$ cat config.mk
export PLATFORM = sky130hd
export DESIGN_NAME = person_follow_drive_mapper_unit
export DESIGN_NICKNAME = d
export VERILOG_FILES = /design/src/rtl/core/pfdm_pkg.sv /design/src/rtl/core/person_follow_drive_mapper_unit.sv /design/src/rtl/core/pfdm_cfg_regs.sv /design/src/rtl/core/pfdm_score.sv /design/src/rtl/core/pfdm_div.sv /design/src/rtl/core/pfdm_throttle.sv
export SDC_FILE = /design/constraint.sdc
export NUM_CORES = 2
export LEC_CHECK = 0
export BUFFER_PORTS_ARGS = -buffer_cell sky130_fd_sc_hd__buf_2
export CORE_UTILIZATION = 49
export DETAILED_ROUTE_END_ITERATION = 10
export RECOVER_POWER = 50
export SLEW_MARGIN = 20
export SYNTH_ARGS = -nofsm -noshare
export SYNTH_HDL_FRONTEND = slang
export SYNTH_SLANG_ARGS = --single-unit
$ cat constraint.sdc
create_clock -name clk -period 21.8 [get_ports clk]
set_input_delay 1.09 -clock clk [delete_from_list [all_inputs] [get_ports clk]]
set_output_delay 1.09 -clock clk [all_outputs]
set_load 0.03 [all_outputs]
$ cat src/rtl/core/pfdm_pkg.sv
// Shared types, constants and register map of the person-follow drive mapper.
package pfdm_pkg;

	// Feet-row breakpoints of the piecewise score curve
	localparam int unsigned FEET_ROW_STOP = 160;
	localparam int unsigned FEET_ROW_SLOW = 145;
	localparam int unsigned FEET_ROW_FAR  = 80;

	localparam int unsigned FRAME_MIDDLE_COLUMN = 96;
	localparam int unsigned SCORE_MIDPOINT      = 32768;
	localparam int unsigned SCORE_POINT_30      = 19661;
	localparam int unsigned SCORE_POINT_25      = 16384;

	// A segment with empty or reversed bounds is skipped
	localparam bit SEG_NEAR_ON = FEET_ROW_STOP > FEET_ROW_SLOW;
	localparam bit SEG_MID_ON  = FEET_ROW_SLOW > FEET_ROW_FAR;

	localparam int unsigned SPAN_NEAR = SEG_NEAR_ON ? FEET_ROW_STOP - FEET_ROW_SLOW : 1;
	localparam int unsigned SPAN_MID  = SEG_MID_ON ? FEET_ROW_SLOW - FEET_ROW_FAR : 1;

	// floor((2^32-1)/span): estimate never overshoots, one correction step follows
	localparam logic [31:0] RECIP_NEAR = 32'(64'hFFFF_FFFF / 64'(SPAN_NEAR));
	localparam logic [31:0] RECIP_MID  = 32'(64'hFFFF_FFFF / 64'(SPAN_MID));

	// Throttle divider: quotient bits and bits resolved per stage
	localparam int DIV_QBITS  = 15;
	localparam int DIV_DW     = 16;
	localparam int DIV_STEP   = 3;
	localparam int DIV_STAGES = DIV_QBITS / DIV_STEP;

	// Register map (word index)
	localparam int REG_IDX_W = 3;
	localparam logic [REG_IDX_W-1:0] REG_PWM_NEUTRAL      = 3'd0;
	localparam logic [REG_IDX_W-1:0] REG_SCORE_HARD_STOP  = 3'd1;
	localparam logic [REG_IDX_W-1:0] REG_SCORE_STEER_LOCK = 3'd2;
	localparam logic [REG_IDX_W-1:0] REG_SCORE_DEADBAND   = 3'd3;
	localparam logic [REG_IDX_W-1:0] REG_MAX_THR_OFFSET   = 3'd4;
	localparam logic [REG_IDX_W-1:0] REG_TURN_GAIN        = 3'd5;
	localparam logic [REG_IDX_W-1:0] REG_COL_DEAD_ZONE    = 3'd6;
	localparam logic [REG_IDX_W-1:0] REG_MAX_STEER_OFFSET = 3'd7;

	localparam logic [15:0] RST_PWM_NEUTRAL      = 16'd1500;
	localparam logic [15:0] RST_SCORE_HARD_STOP  = 16'd58982;
	localparam logic [15:0] RST_SCORE_STEER_LOCK = 16'd45875;
	localparam logic [14:0] RST_SCORE_DEADBAND   = 15'd2621;
	localparam logic [14:0] RST_MAX_THR_OFFSET   = 15'd200;
	localparam logic [15:0] RST_TURN_GAIN        = 16'd512;
	localparam logic [7:0]  RST_COL_DEAD_ZONE    = 8'd8;
	localparam logic [14:0] RST_MAX_STEER_OFFSET = 15'd300;

	typedef enum logic [1:0] {
		SEG_STOP,
		SEG_NEAR,
		SEG_MID,
		SEG_FAR
	} seg_t;

	typedef struct packed {
		logic        person_seen;
		logic [7:0]  centre_column;
		logic [7:0]  feet_row;
		logic [15:0] distance_score;
	} in_item_t;

	typedef struct packed {
		logic [15:0] throttle_pwm;
		logic [15:0] steering_pwm;
	} result_t;

	typedef struct packed {
		logic [15:0] idle_pwm;
		logic [15:0] stop_score;
		logic [15:0] lock_score;
		logic [14:0] band_half;
		logic [14:0] thr_limit;
		logic [15:0] turn_gain;
		logic [7:0]  column_dead_zone;
		logic [14:0] steer_limit;
	} cfg_t;

	// Front end to throttle section
	typedef struct packed {
		logic        seen;
		logic [15:0] score;
		logic [15:0] steer;
	} score_item_t;

	// Travels beside the divider
	typedef struct packed {
		logic        neutral;
		logic        fwd;
		logic        sat;
		logic [15:0] steer;
	} thr_side_t;

endpackage

$ cat src/rtl/core/person_follow_drive_mapper_unit.sv
// Top level of the person-follow drive mapper: report in, throttle and steering PWM out.
//
//  channel  | handshake                      | payload
//  ---------+--------------------------------+------------------------------------------
//  item in  | start, busy (busy held low)    | item   : person_seen, centre_column,
//           |                                |          feet_row, distance_score
//  item out | done, one-cycle strobe         | result : throttle_pwm, steering_pwm
//  config   | psel, penable, pwrite, pready  | paddr (word index in [4:2]), pwdata, prdata
//
// One item is taken every cycle; each result passes through 5 score stages,
// 2 throttle preparation stages, 5 divider stages of 3 quotient bits each, and
// the output register. The restoring divider for the throttle scaling sets the
// depth.
// Reset clears every valid bit and restores the register defaults; there is no
// clearing pass. The receiver cannot stall, so nothing in the pipeline waits:
// a result is shown for exactly one cycle with done high.
module person_follow_drive_mapper_unit (
	input  logic               clk,
	input  logic               arst_n,
	input  logic               start,
	output logic               busy,
	input  pfdm_pkg::in_item_t item,
	output logic               done,
	output pfdm_pkg::result_t  result,
	input  logic               psel,
	input  logic               penable,
	input  logic               pwrite,
	input  logic [4:0]         paddr,
	input  logic [31:0]        pwdata,
	output logic [31:0]        prdata,
	output logic               pready
);
	import pfdm_pkg::*;

	cfg_t                 cfg;
	logic                 in_valid;
	logic                 sc_valid;
	score_item_t          sc_item;
	logic                 dv_valid;
	logic [DIV_QBITS-1:0] dv_quo;
	thr_side_t            dv_side;
	logic [DIV_QBITS-1:0] thr_off;
	logic [15:0]          thr_pwm;
	logic                 done_q;
	result_t              result_q;

	// Fully pipelined with no back-pressure: always ready
	assign busy     = 1'b0;
	assign pready   = 1'b1;
	assign in_valid = start & ~busy;

	pfdm_cfg_regs u_cfg (
		.clk     (clk),
		.arst_n  (arst_n),
		.psel    (psel),
		.penable (penable),
		.pwrite  (pwrite),
		.paddr   (paddr),
		.pwdata  (pwdata),
		.prdata  (prdata),
		.cfg     (cfg)
	);

	// Score from distance or feet row; steering candidate alongside
	pfdm_score u_score (
		.clk       (clk),
		.arst_n    (arst_n),
		.in_valid  (in_valid),
		.item      (item),
		.cfg       (cfg),
		.out_valid (sc_valid),
		.out_item  (sc_item)
	);

	// Deadband, hard stop, steer lock and the scaled offset
	pfdm_throttle u_throttle (
		.clk       (clk),
		.arst_n    (arst_n),
		.in_valid  (sc_valid),
		.in_item   (sc_item),
		.cfg       (cfg),
		.out_valid (dv_valid),
		.quotient  (dv_quo),
		.out_side  (dv_side)
	);

	// Take the clamp when the excess reached the span, else the quotient;
	// add forward, subtract for reverse, wrap to 16 bits
	always_comb begin
		thr_off = dv_side.sat ? cfg.thr_limit : dv_quo;
		if (dv_side.neutral) begin
			thr_pwm = cfg.idle_pwm;
		end else if (dv_side.fwd) begin
			thr_pwm = cfg.idle_pwm + 16'(thr_off);
		end else begin
			thr_pwm = cfg.idle_pwm - 16'(thr_off);
		end
	end

	always_ff @(posedge clk or negedge arst_n) begin
		if (!arst_n) begin
			done_q <= 1'b0;
		end else begin
			done_q <= dv_valid;
		end
	end

	// Hold the result for its one strobe cycle
	always_ff @(posedge clk) begin
		result_q.throttle_pwm <= thr_pwm;
		result_q.steering_pwm <= dv_side.steer;
	end

	assign done   = done_q;
	assign result = result_q;

endmodule

$ cat src/rtl/core/pfdm_cfg_regs.sv
// APB configuration register file of the drive mapper.
module pfdm_cfg_regs (
	input  logic                clk,
	input  logic                arst_n,
	input  logic                psel,
	input  logic                penable,
	input  logic                pwrite,
	input  logic [4:0]          paddr,
	input  logic [31:0]         pwdata,
	output logic [31:0]         prdata,
	output pfdm_pkg::cfg_t      cfg
);
	import pfdm_pkg::*;

	cfg_t                 cfg_q;
	logic                 wr_en;
	logic [REG_IDX_W-1:0] idx;

	assign wr_en = psel & penable & pwrite;
	assign idx   = paddr[4:2];
	assign cfg   = cfg_q;

	always_ff @(posedge clk or negedge arst_n) begin
		if (!arst_n) begin
			cfg_q.idle_pwm         <= RST_PWM_NEUTRAL;
			cfg_q.stop_score       <= RST_SCORE_HARD_STOP;
			cfg_q.lock_score       <= RST_SCORE_STEER_LOCK;
			cfg_q.band_half        <= RST_SCORE_DEADBAND;
			cfg_q.thr_limit        <= RST_MAX_THR_OFFSET;
			cfg_q.turn_gain        <= RST_TURN_GAIN;
			cfg_q.column_dead_zone <= RST_COL_DEAD_ZONE;
			cfg_q.steer_limit      <= RST_MAX_STEER_OFFSET;
		end else if (wr_en) begin
			case (idx)
				REG_PWM_NEUTRAL:      cfg_q.idle_pwm         <= pwdata[15:0];
				REG_SCORE_HARD_STOP:  cfg_q.stop_score       <= pwdata[15:0];
				REG_SCORE_STEER_LOCK: cfg_q.lock_score       <= pwdata[15:0];
				REG_SCORE_DEADBAND:   cfg_q.band_half        <= pwdata[14:0];
				REG_MAX_THR_OFFSET:   cfg_q.thr_limit        <= pwdata[14:0];
				REG_TURN_GAIN:        cfg_q.turn_gain        <= pwdata[15:0];
				REG_COL_DEAD_ZONE:    cfg_q.column_dead_zone <= pwdata[7:0];
				REG_MAX_STEER_OFFSET: cfg_q.steer_limit      <= pwdata[14:0];
				default: ;
			endcase
		end
	end

	always_comb begin
		case (idx)
			REG_PWM_NEUTRAL:      prdata = {16'd0, cfg_q.idle_pwm};
			REG_SCORE_HARD_STOP:  prdata = {16'd0, cfg_q.stop_score};
			REG_SCORE_STEER_LOCK: prdata = {16'd0, cfg_q.lock_score};
			REG_SCORE_DEADBAND:   prdata = {17'd0, cfg_q.band_half};
			REG_MAX_THR_OFFSET:   prdata = {17'd0, cfg_q.thr_limit};
			REG_TURN_GAIN:        prdata = {16'd0, cfg_q.turn_gain};
			REG_COL_DEAD_ZONE:    prdata = {24'd0, cfg_q.column_dead_zone};
			REG_MAX_STEER_OFFSET: prdata = {17'd0, cfg_q.steer_limit};
			default:              prdata = '0;
		endcase
	end

endmodule

$ cat src/rtl/core/pfdm_score.sv
// Front pipeline: closeness score from distance or feet row, and steering candidate.
module pfdm_score (
	input  logic                  clk,
	input  logic                  arst_n,
	input  logic                  in_valid,
	input  pfdm_pkg::in_item_t    item,
	input  pfdm_pkg::cfg_t        cfg,
	output logic                  out_valid,
	output pfdm_pkg::score_item_t out_item
);
	import pfdm_pkg::*;

	// Stage 1 combinational
	seg_t        seg;
	logic [15:0] seg_a;
	logic [15:0] seg_b;
	logic [7:0]  seg_pos;
	logic        seg_lo;
	logic [16:0] diff;
	logic [16:0] diff_neg;
	logic [8:0]  ocol;
	logic [8:0]  ocol_neg;

	// Stage registers
	logic        v_s1, v_s2, v_s3, v_s4, v_s5;
	logic        seen_s1, seen_s2, seen_s3, seen_s4;
	logic [15:0] a_s1, a_s2, a_s3, a_s4;
	logic        neg_s1, neg_s2, neg_s3, neg_s4;
	logic        lo_s1, lo_s2, lo_s3;
	logic [15:0] dmag_s1;
	logic [7:0]  pos_s1;
	logic        odead_s1, odead_s2;
	logic        oneg_s1, oneg_s2;
	logic [7:0]  omag_s1;
	logic [23:0] nmag_s2, nmag_s3;
	logic [23:0] oprod_s2;
	logic [15:0] q0_s3;
	logic [15:0] steer_s3, steer_s4;
	logic [15:0] q_s4;
	score_item_t item_s5;

	// Stage 3 and 4 combinational
	logic [55:0] recip_prod;
	logic [31:0] recip_sel;
	logic [15:0] turn_t;
	logic [15:0] turn_cl;
	logic [7:0]  span_sel;
	logic [23:0] qd;
	logic [23:0] rem;

	// Pick the segment; a known distance or a flat segment gives zero slope
	always_comb begin
		if (item.feet_row >= 8'(FEET_ROW_STOP)) begin
			seg = SEG_STOP;
		end else if (SEG_NEAR_ON && item.feet_row >= 8'(FEET_ROW_SLOW)) begin
			seg = SEG_NEAR;
		end else if (SEG_MID_ON && item.feet_row >= 8'(FEET_ROW_FAR)) begin
			seg = SEG_MID;
		end else begin
			seg = SEG_FAR;
		end
		seg_pos = '0;
		seg_lo  = 1'b0;
		case (seg)
			SEG_STOP: begin
				seg_a = cfg.stop_score;
				seg_b = cfg.stop_score;
			end
			SEG_NEAR: begin
				seg_a   = cfg.lock_score;
				seg_b   = cfg.stop_score;
				seg_pos = item.feet_row - 8'(FEET_ROW_SLOW);
			end
			SEG_MID: begin
				seg_a   = 16'(SCORE_POINT_30);
				seg_b   = cfg.lock_score;
				seg_pos = item.feet_row - 8'(FEET_ROW_FAR);
				seg_lo  = 1'b1;
			end
			default: begin
				seg_a = 16'(SCORE_POINT_25);
				seg_b = 16'(SCORE_POINT_25);
			end
		endcase
		if (item.distance_score != '0) begin
			seg_a   = item.distance_score;
			seg_b   = item.distance_score;
			seg_pos = '0;
		end
		diff     = {1'b0, seg_b} - {1'b0, seg_a};
		diff_neg = -diff;
		ocol     = {1'b0, item.centre_column} - 9'(FRAME_MIDDLE_COLUMN);
		ocol_neg = -ocol;
	end

	always_ff @(posedge clk or negedge arst_n) begin
		if (!arst_n) begin
			v_s1 <= 1'b0;
			v_s2 <= 1'b0;
			v_s3 <= 1'b0;
			v_s4 <= 1'b0;
			v_s5 <= 1'b0;
		end else begin
			v_s1 <= in_valid;
			v_s2 <= v_s1;
			v_s3 <= v_s2;
			v_s4 <= v_s3;
			v_s5 <= v_s4;
		end
	end

	// Stage 1: slope magnitude, position, column offset
	always_ff @(posedge clk) begin
		seen_s1  <= item.person_seen;
		a_s1     <= seg_a;
		neg_s1   <= diff[16];
		dmag_s1  <= diff[16] ? diff_neg[15:0] : diff[15:0];
		pos_s1   <= seg_pos;
		lo_s1    <= seg_lo;
		oneg_s1  <= ocol[8];
		omag_s1  <= ocol[8] ? ocol_neg[7:0] : ocol[7:0];
		odead_s1 <= (ocol[8] ? ocol_neg[7:0] : ocol[7:0]) <= cfg.column_dead_zone;
	end

	// Stage 2: products
	always_ff @(posedge clk) begin
		seen_s2  <= seen_s1;
		a_s2     <= a_s1;
		neg_s2   <= neg_s1;
		lo_s2    <= lo_s1;
		nmag_s2  <= 24'(dmag_s1) * 24'(pos_s1);
		odead_s2 <= odead_s1;
		oneg_s2  <= oneg_s1;
		oprod_s2 <= 24'(omag_s1) * 24'(cfg.turn_gain);
	end

	// Stage 3: reciprocal estimate of the quotient, steering clamp
	always_comb begin
		recip_sel  = lo_s2 ? RECIP_MID : RECIP_NEAR;
		recip_prod = 56'(nmag_s2) * 56'(recip_sel);
		turn_t     = oprod_s2[23:8];
		turn_cl    = (turn_t > {1'b0, cfg.steer_limit}) ?
			{1'b0, cfg.steer_limit} : turn_t;
	end

	always_ff @(posedge clk) begin
		seen_s3 <= seen_s2;
		a_s3    <= a_s2;
		neg_s3  <= neg_s2;
		lo_s3   <= lo_s2;
		nmag_s3 <= nmag_s2;
		q0_s3   <= recip_prod[47:32];
		if (odead_s2) begin
			steer_s3 <= cfg.idle_pwm;
		end else if (oneg_s2) begin
			steer_s3 <= cfg.idle_pwm - turn_cl;
		end else begin
			steer_s3 <= cfg.idle_pwm + turn_cl;
		end
	end

	// Stage 4: correct the estimate by at most one
	always_comb begin
		span_sel = lo_s3 ? 8'(SPAN_MID) : 8'(SPAN_NEAR);
		qd       = 24'(q0_s3) * 24'(span_sel);
		rem      = nmag_s3 - qd;
	end

	always_ff @(posedge clk) begin
		seen_s4  <= seen_s3;
		a_s4     <= a_s3;
		neg_s4   <= neg_s3;
		steer_s4 <= steer_s3;
		q_s4     <= q0_s3 + 16'(rem >= 24'(span_sel));
	end

	// Stage 5: score, truncated toward zero on either slope
	always_ff @(posedge clk) begin
		item_s5.seen  <= seen_s4;
		item_s5.score <= neg_s4 ? a_s4 - q_s4 : a_s4 + q_s4;
		item_s5.steer <= steer_s4;
	end

	assign out_valid = v_s5;
	assign out_item  = item_s5;

endmodule

$ cat src/rtl/core/pfdm_div.sv
// Pipelined restoring divider for the throttle offset, three quotient bits per stage.
module pfdm_div (
	input  logic                              clk,
	input  logic                              arst_n,
	input  logic                              in_valid,
	input  logic [pfdm_pkg::DIV_QBITS+pfdm_pkg::DIV_DW-1:0] dividend,
	input  logic [pfdm_pkg::DIV_DW-1:0]       divisor,
	input  pfdm_pkg::thr_side_t               in_side,
	output logic                              out_valid,
	output logic [pfdm_pkg::DIV_QBITS-1:0]    quotient,
	output pfdm_pkg::thr_side_t               out_side
);
	import pfdm_pkg::*;

	logic [DIV_STAGES-1:0] v_sx;
	logic [DIV_DW-1:0]     rem_sx  [DIV_STAGES];
	logic [DIV_QBITS-1:0]  low_sx  [DIV_STAGES];
	logic [DIV_QBITS-1:0]  quo_sx  [DIV_STAGES];
	thr_side_t             side_sx [DIV_STAGES];

	for (genvar g = 0; g < DIV_STAGES; g++) begin : g_stage
		logic                 v_in;
		logic [DIV_DW-1:0]    rem_in;
		logic [DIV_QBITS-1:0] low_in;
		logic [DIV_QBITS-1:0] quo_in;
		thr_side_t            side_in;
		logic [DIV_DW-1:0]    rem_nx;
		logic [DIV_QBITS-1:0] low_nx;
		logic [DIV_QBITS-1:0] quo_nx;
		logic [DIV_DW:0]      trial;

		if (g == 0) begin : g_head
			assign v_in    = in_valid;
			assign rem_in  = dividend[DIV_QBITS+DIV_DW-1:DIV_QBITS];
			assign low_in  = dividend[DIV_QBITS-1:0];
			assign quo_in  = '0;
			assign side_in = in_side;
		end else begin : g_body
			assign v_in    = v_sx[g-1];
			assign rem_in  = rem_sx[g-1];
			assign low_in  = low_sx[g-1];
			assign quo_in  = quo_sx[g-1];
			assign side_in = side_sx[g-1];
		end

		// Shift in DIV_STEP dividend bits one at a time, subtract where each fits
		always_comb begin
			rem_nx = rem_in;
			low_nx = low_in;
			quo_nx = quo_in;
			trial  = '0;
			for (int j = 0; j < DIV_STEP; j++) begin
				trial  = {rem_nx, low_nx[DIV_QBITS-1]};
				low_nx = {low_nx[DIV_QBITS-2:0], 1'b0};
				if (trial >= {1'b0, divisor}) begin
					trial  = trial - {1'b0, divisor};
					quo_nx = {quo_nx[DIV_QBITS-2:0], 1'b1};
				end else begin
					quo_nx = {quo_nx[DIV_QBITS-2:0], 1'b0};
				end
				rem_nx = trial[DIV_DW-1:0];
			end
		end

		always_ff @(posedge clk or negedge arst_n) begin
			if (!arst_n) begin
				v_sx[g] <= 1'b0;
			end else begin
				v_sx[g] <= v_in;
			end
		end

		always_ff @(posedge clk) begin
			rem_sx[g]  <= rem_nx;
			low_sx[g]  <= low_nx;
			quo_sx[g]  <= quo_nx;
			side_sx[g] <= side_in;
		end
	end

	assign out_valid = v_sx[DIV_STAGES-1];
	assign quotient  = quo_sx[DIV_STAGES-1];
	assign out_side  = side_sx[DIV_STAGES-1];

endmodule

$ cat src/rtl/core/pfdm_throttle.sv
// Throttle section: deadband and limits, scaled excess, and the divider.
module pfdm_throttle (
	input  logic                           clk,
	input  logic                           arst_n,
	input  logic                           in_valid,
	input  pfdm_pkg::score_item_t          in_item,
	input  pfdm_pkg::cfg_t                 cfg,
	output logic                           out_valid,
	output logic [pfdm_pkg::DIV_QBITS-1:0] quotient,
	output pfdm_pkg::thr_side_t            out_side
);
	import pfdm_pkg::*;

	logic [16:0]                 c;
	logic [16:0]                 c_neg;
	logic [15:0]                 cmag;
	logic [15:0]                 excess;
	logic [16:0]                 span_w;
	logic [DIV_DW-1:0]           span;
	logic                        hs_hit;
	logic                        lock;
	logic                        dead;
	thr_side_t                   side_nx;

	logic                        v_s1, v_s2;
	thr_side_t                   side_s1, side_s2;
	logic [15:0]                 excess_s1;
	logic [DIV_QBITS+DIV_DW-1:0] prod_s2;

	// Span never drops below one since the deadband is at most 32767
	assign span_w = 17'(SCORE_MIDPOINT) - {2'b00, cfg.band_half};
	assign span   = span_w[DIV_DW-1:0];

	always_comb begin
		hs_hit = in_item.score >= cfg.stop_score;
		lock   = in_item.score >= cfg.lock_score;
		c      = 17'(SCORE_MIDPOINT) - {1'b0, in_item.score};
		c_neg  = -c;
		cmag   = c[16] ? c_neg[15:0] : c[15:0];
		dead   = cmag <= {1'b0, cfg.band_half};
		excess = cmag - {1'b0, cfg.band_half};
		side_nx.neutral = !in_item.seen || hs_hit || dead;
		side_nx.fwd     = !c[16] && (c != '0);
		// Excess at or past the span clamps the offset to its maximum
		side_nx.sat     = excess >= span;
		side_nx.steer   = (!in_item.seen || lock) ? cfg.idle_pwm : in_item.steer;
	end

	always_ff @(posedge clk or negedge arst_n) begin
		if (!arst_n) begin
			v_s1 <= 1'b0;
			v_s2 <= 1'b0;
		end else begin
			v_s1 <= in_valid;
			v_s2 <= v_s1;
		end
	end

	always_ff @(posedge clk) begin
		side_s1   <= side_nx;
		excess_s1 <= excess;
		side_s2   <= side_s1;
		prod_s2   <= (DIV_QBITS + DIV_DW)'(excess_s1) *
			(DIV_QBITS + DIV_DW)'(cfg.thr_limit);
	end

	pfdm_div u_div (
		.clk       (clk),
		.arst_n    (arst_n),
		.in_valid  (v_s2),
		.dividend  (prod_s2),
		.divisor   (span),
		.in_side   (side_s2),
		.out_valid (out_valid),
		.quotient  (quotient),
		.out_side  (out_side)
	);

endmodule
**Word level (Yosys, flattened, before mapping)**

Memory sizes are Yosys's and may differ from the RTL's.
Index checks and enable logic that the tools add are counted.

- Register bits: 527
- Memory bits (writable): 310
- Memories: 4

Memories:

| memory | depth | width | rd ports | clocked after Yosys merged registers in | write ports | RTL line | source |
|---|---|---|---|---|---|---|---|
| u_throttle.u_div.side_sx | 5 | 19 | 5 | 0 | 5 | pfdm_div.sv:19 | `thr_side_t side_sx [DIV_STAGES];` |
| u_throttle.u_div.rem_sx | 5 | 16 | 4 | 0 | 5 | pfdm_div.sv:16 | `logic [DIV_DW-1:0] rem_sx [DIV_STAGES];` |
| u_throttle.u_div.quo_sx | 5 | 15 | 5 | 0 | 5 | pfdm_div.sv:18 | `logic [DIV_QBITS-1:0] quo_sx [DIV_STAGES];` |
| u_throttle.u_div.low_sx | 5 | 12 | 4 | 0 | 5 | pfdm_div.sv:17 | `logic [DIV_QBITS-1:0] low_sx [DIV_STAGES];` |

- Bitwise operators: 2
- Muxes and demuxes: 53
- Multipliers: 5
- Eq/ne operators: 9
- Add/sub/neg operators: 33
- Order comparisons: 25
- Reduce and logical (&&, ||, !) cells: 19

Operators with widths:

| cell | count |
|---|---|
| 16-bit 2-to-1 mux | 26 |
| 16-bit subtractor | 17 |
| 32-bit one-hot mux with 8 select lines | 1 |
| 17-bit by 16-bit >= comparator with 1-bit output | 15 |
| 16-bit >= comparator | 3 |
| 16-bit by 8-bit multiplier with 24-bit output | 2 |
| 24-bit by 32-bit multiplier with 48-bit output | 1 |
| 16-bit one-hot mux with 3 select lines | 1 |
| 16-bit adder | 2 |
| 16-bit negation | 2 |
| 16-bit one-hot mux with 2 select lines | 1 |
| 16-bit by 15-bit subtractor with 16-bit output | 2 |
| 16-bit by 15-bit multiplier with 31-bit output | 1 |
| 29-bit 2-to-1 mux | 1 |
| 24-bit by 8-bit >= comparator with 1-bit output | 1 |
| 8-bit by 16-bit multiplier with 24-bit output | 1 |
| 24-bit subtractor | 1 |
| 1-bit 2-to-1 mux | 17 |
| 17-bit nonzero test | 1 |
| 16-bit by 16-bit subtractor with 17-bit output | 1 |
| 16-bit by 16-bit subtractor with 17-bit output (first input constant) | 1 |
| 16-bit by 1-bit adder with 16-bit output | 1 |
| 16-bit by 15-bit adder with 16-bit output | 1 |
| 8-bit >= comparator (second input constant) | 2 |
| 28 further kinds | 44 |

**Logic depth before layout (Yosys ltp)**

- Depth after elaboration: 11
- Depth in mapped cells: 46

**Hierarchy**

A second synthesis with hierarchy kept.

- Cells, all modules: 7446
- Area total of the unflattened synthesis: 69550.5 um2

Modules (own cells, without submodules):

| module | cells an instance | sequential area each (um2) | times used | area each (um2) |
|---|---|---|---|---|
| pfdm_score | 3374 | 5570.3 | 1 | 31386.4 |
| pfdm_div | 1946 | 4809.6 | 1 | 17521.8 |
| pfdm_throttle | 1450 | 1751.7 | 1 | 12822.3 |
| pfdm_cfg_regs | 422 | 2979.1 | 1 | 5529.1 |
| person_follow_drive_mapper_unit | 254 | 665.6 | 1 | 2290.9 |

**Worst setup path before layout**

Ideal clock, no wire load.

- Path kind: register to register
- From: register u_cfg.cfg_q, in the netlist u_cfg.cfg[54]
- To: memory u_throttle.u_div.quo_sx[4][0] (netlist: u_throttle.u_div.quo_sx[0][60])
- Cell stages (with the launch flop): 44
- Path buffers: 1
- Arrival time: 9.478 ns
- Setup time: 0.141 ns
- Setup slack: 12.181 ns
- Required time: 21.659 ns
- Period minus slack after synthesis: 9.619 ns
- Cells stage by stage: dfstp_2 inv_1 ha_1 inv_1 ha_1 nor2b_1 o21a_1 o21ai_0 a2111oi_0 o31ai_1 a21oi_1 a31o_1 maj3_1 a2111oi_4 mux2_2 inv_1 ha_1 nor2b_1 [... 8 more ...] a41o_1 a2111oi_2 buf_2 mux2i_1 ha_1 nor2b_1 o21a_1 o21a_1 o21ai_0 nand2b_1 a21oi_1 nor2b_1 o21ai_0 a21oi_1 o31ai_1 a21oi_1 nor3_1 o311ai_0

RTL lines:

| item | RTL line | source |
|---|---|---|
| start: declaration | pfdm_cfg_regs.sv:15 | `cfg_t cfg_q;` |
| end: declaration | pfdm_div.sv:18 |  |

==> results by stage <==
Setup path:
- For this run, the slowest stage of the critical path takes 1.06 ns.
- The most numerous cell on the critical path is sky130_fd_sc_hd__o21ai_0.
- The largest fanout of any net on the critical path is 26.
- The kind of end point of the critical path is a flop.
- Measured in cells, the most critical reg-to-reg path has a length of 39.
- The critical register-to-register path endpoint is u_throttle.u_div.rem_sx[0][61].
- In this run the critical register-to-register path is launched from u_cfg.cfg[54].
- The launch point of the critical path is u_cfg.cfg[54].
- The nature of the critical path startpoint is a flop.
- The type of the worst setup path is reg -> reg.
- The critical path data arrival time is 13.24 ns.
- The reg-to-reg setup timing slack is 9.15 ns.
- The required time of the critical path is 22.39 ns.
- The most critical setup path has its endpoint at u_throttle.u_div.rem_sx[0][61].
- On the critical path, the stage with the largest delay is an instance of sky130_fd_sc_hd__clkbuf_1.

Detailed routing:
- After detailed routing, the average wire length per cell comes to 19.37 microns.
- For this run, the detailed router's first-pass iteration total came to 5.
- The starting DRC count in detailed routing is between 3000 and 4000.
- The number of vias after detailed routing is 50388.
- After detailed routing, the number of vias per cell comes to around 5.5.
- The number of remaining DRC errors is 0.
- Wires add up to between 150000 and 200000 microns.
- The detail route stage leaves a number of antenna-violating nets equal to 0.

Finish:
- The total non-filler cell area in the finished layout is approximately 0.073 sq mm.
- The library cell used most frequently in the layout, excluding fill and tap cells, is sky130_fd_sc_hd__inv_1.
- From synthesis to final layout, the design area changed by 8.024%.
- The final layout contains 8925 nets.
- The layout has around 13000 filler cells.
- For this run, the share of the core covered by cells in the final layout is 53.35%.
- The post-route netlist has 7.730% of its cells at a drive strength greater than 1.
- Leaving out fill and tap cells, the most frequent cells in the layout are sky130_fd_sc_hd__inv_1 (1009), sky130_fd_sc_hd__ha_1 (825), sky130_fd_sc_hd__nand2_1 (684).

Yosys:
- The post-synthesis sequential element count is 753.
- In the synthesized netlist, the number of instances is 7332.
- The share of the Yosys chip area taken by registers is roughly a quarter.
- The synthesized design contains 0 enable-type register cells.
- Synthesis instantiated 115 different standard cells from the library.
- The number of warnings issued by yosys is 0.
- The prevailing post-synth register cell is sky130_fd_sc_hd__dfxtp_1.
- The cell type contributing the most total cell area after synthesis is sky130_fd_sc_hd__fa_1.
- The share of the synthesized area in the top cell type is 19.31%.
- By area the synthesized netlist is led by sky130_fd_sc_hd__fa_1 (19%), sky130_fd_sc_hd__dfxtp_1 (18%), sky130_fd_sc_hd__ha_1 (15%), sky130_fd_sc_hd__inv_1 (5.6%), sky130_fd_sc_hd__xnor2_1 (4.1%).
- The async set or reset register ratio after synthesis is 17.26%.
- The cell area that synthesis handed to floorplanning was 0.06782 sq mm.
- A synthesized cell averages 9.249 sq um.

Run status:
- The flow ran to the end, but the final reports show violations.
- The final reports fail on max-capacitance violations, max-slew violations.

STA:
- The final number of hold-violating endpoints is 0.
- Headroom to the max-slew limit came out at -159.3%.
- The clock arrives with roughly 0.06 ns of skew.
- Setup repair after global routing left no endpoint under its margin.
- For the pin with the worst max-slew slack, the measured transition is 3.890 ns.
- For this run, the top clock speed supported by timing is 79.05 MHz.
- The number of max-slew violations in the final report came to roughly 180.
- The final-layout setup total negative slack is 0 ns.
- Final hold analysis gives a worst-case slack of 0.2835 ns.
- The setup-violating endpoint count in the final report is 0.
- Dividing the final minimum period by the clock period gives 58.03%.
- The worst path in the final design needs a cycle of 12.65 ns, including I/O delays and setup.

Die:
- The total number of placement rows is 136.
- The initial cell density of the core is 49.38%.
- In this run the count of I/O pins placed on the die edge is 143.
- The die covers 0.1399 sq mm.
- The die is 374.0 microns wide.
- The die height is 374.0 microns.
- The area of the core region is 0.1373 sq mm.

Global route:
- The initial antenna violation count is 8.
- The wire length of the first global-routing pass is 282200 microns.
- The overflow left after global routing is 0.
- The largest net degree at the start of global routing is 71.
- The number of global-route vias before repair is 50715.
- Across every metal layer, demand over resource in global routing totals 25.71%.

Placement:
- At the end of routability-driven placement, the weighted congestion stood at 0.9264.
- In this run the cell area measured after placement is 0.07017 sq mm.
- The number of buffer cells added on primary ports is approximately 110.
- The total half-perimeter wirelength after legalization and detailed placement is 142300 microns.

Hold path:
- The depth of the worst hold-timing path is 0.
- The worst hold path class is reg -> reg.

Clock network:
- The root buffer cell chosen for the clock tree is sky130_fd_sc_hd__clkbuf_16.
- The clock tree from TritonCTS is built.
- For this design, the sink count on the clock tree is 753.
- The H-tree was split into 3 levels.
- The CTS clock-pin slew for the worst setup and hold paths is 0.06 ns.
- The clock insertion delay at the later pin of the skew report is 0.73 ns.
- For this design, the CTS-stage hold fixing added 0 buffers.
- The post-CTS setup-driven buffer insertion count is 0.
- No sink is reached through more buffers than the 3 on the longest clock path.
- TritonCTS created 82 clock buffers.
- The number of resized instances in the post-cts repair step is 0.

Job:
- The tool flagged a number of max-cap violations equal to 3.
## stage by stage
| step | instances | setup slack (ns) |
|---|---|---|
| detailed placement | 9080 | 9.911 |
| global placement | 9080 | 10.09 |
| global route | 9233 | 8.414 |
| CTS | 9233 | 9.902 |
| floorplan | 7349 | 12.18 |
| finish | 9239 | 9.150 |
## critical path: cells and delay by family (launching register included)
family / cells / cell delay, ns
adder cells (fa/ha/maj): 4 / 1.26
multiplexers: 2 / 0.73
AND/OR/NAND/NOR: 7 / 2.00
buffers and inverters: 6 / 2.15
flip-flops: 1 / 0.77
AO/OA/AOI/OAI: 20 / 5.58
## flip-flops by register name, indices dropped and copies added, names as in the netlist, 19 cells and up
name	count
result	32
u_score.nmag_s2	24
u_score.out_item	33
u_throttle.side_s2	19
u_throttle.side_s1	19
u_throttle.u_div.side_sx	95
u_score.nmag_s3	24
u_throttle.u_div.low_sx	30
u_cfg.cfg	117
u_throttle.u_div.rem_sx	64
u_throttle.u_div.quo_sx	45
u_throttle.prod_s2	31
## worst min-delay path by stage
stage / endpoint / slack (ns) / from
after floorplan: result[0] / 0.31 / u_throttle.u_div.side_sx[0][76]
after global placement: u_throttle.side_s2[16] / 0.31 / u_throttle.side_s1[16]
after detailed placement: u_score.a_s3[10] / 0.31 / u_score.a_s2[10]
after CTS: u_throttle.u_div.side_sx[0][40] / 0.28 / u_throttle.u_div.side_sx[0][21]
after global routing: u_throttle.u_div.side_sx[0][54] / 0.29 / u_throttle.u_div.side_sx[0][35]
final: u_throttle.u_div.side_sx[0][40] / 0.28 / u_throttle.u_div.side_sx[0][21]
## cell families after synthesis
kind of cell	after synthesis	synth area share, %
flip-flops	753	23.26
AND/OR/NAND/NOR	1895	13.42
buffers and inverters	1235	7.064
adder cells (fa/ha/maj)	1491	34.71
XOR/XNOR	446	5.760
other	2	0.01107
multiplexers	211	3.469
AO/OA/AOI/OAI	1299	12.30
## metal layers
layer  vias up  global-route usage [%]  routed length, microns
met5         -                       0                      52
met4        10                   9.457                    6445
met3       269                   3.200                    8989
met2      1219                   41.46                   80830
met1     24503                   35.29                   82610
li1      24387                       -                       -
## synthesized netlist by cell type (129+ instances only)
cell type	count
sky130_fd_sc_hd__a21oi_1	339
sky130_fd_sc_hd__nor2_1	391
sky130_fd_sc_hd__xnor2_1	315
sky130_fd_sc_hd__inv_1	1009
sky130_fd_sc_hd__clkbuf_1	168
sky130_fd_sc_hd__nand2_1	684
sky130_fd_sc_hd__ha_1	825
sky130_fd_sc_hd__fa_1	654
sky130_fd_sc_hd__dfxtp_1	623
sky130_fd_sc_hd__and2_1	244
sky130_fd_sc_hd__xor2_1	131
sky130_fd_sc_hd__o21ai_0	335
sky130_fd_sc_hd__mux2_2	129
sky130_fd_sc_hd__a21o_1	131
## area by class of cell
type / instances / area, sq um / area share (%)
Antenna cell: 6 / 15.01 / 0.02050
Clock buffer: 103 / 2316 / 3.161
Clock inverter: 50 / 759.5 / 1.037
Inverter: 1015 / 3814 / 5.206
Multi-Input combinational cell: 5361 / 47430 / 64.75
Sequential cell: 753 / 15780 / 21.54
Tap cell: 1794 / 2245 / 3.064
Timing Repair Buffer: 157 / 898.4 / 1.226
Power is left out: the tool's default activity adds up to more than one toggle a clock period on the data nets, which glitch-free logic cannot reach.
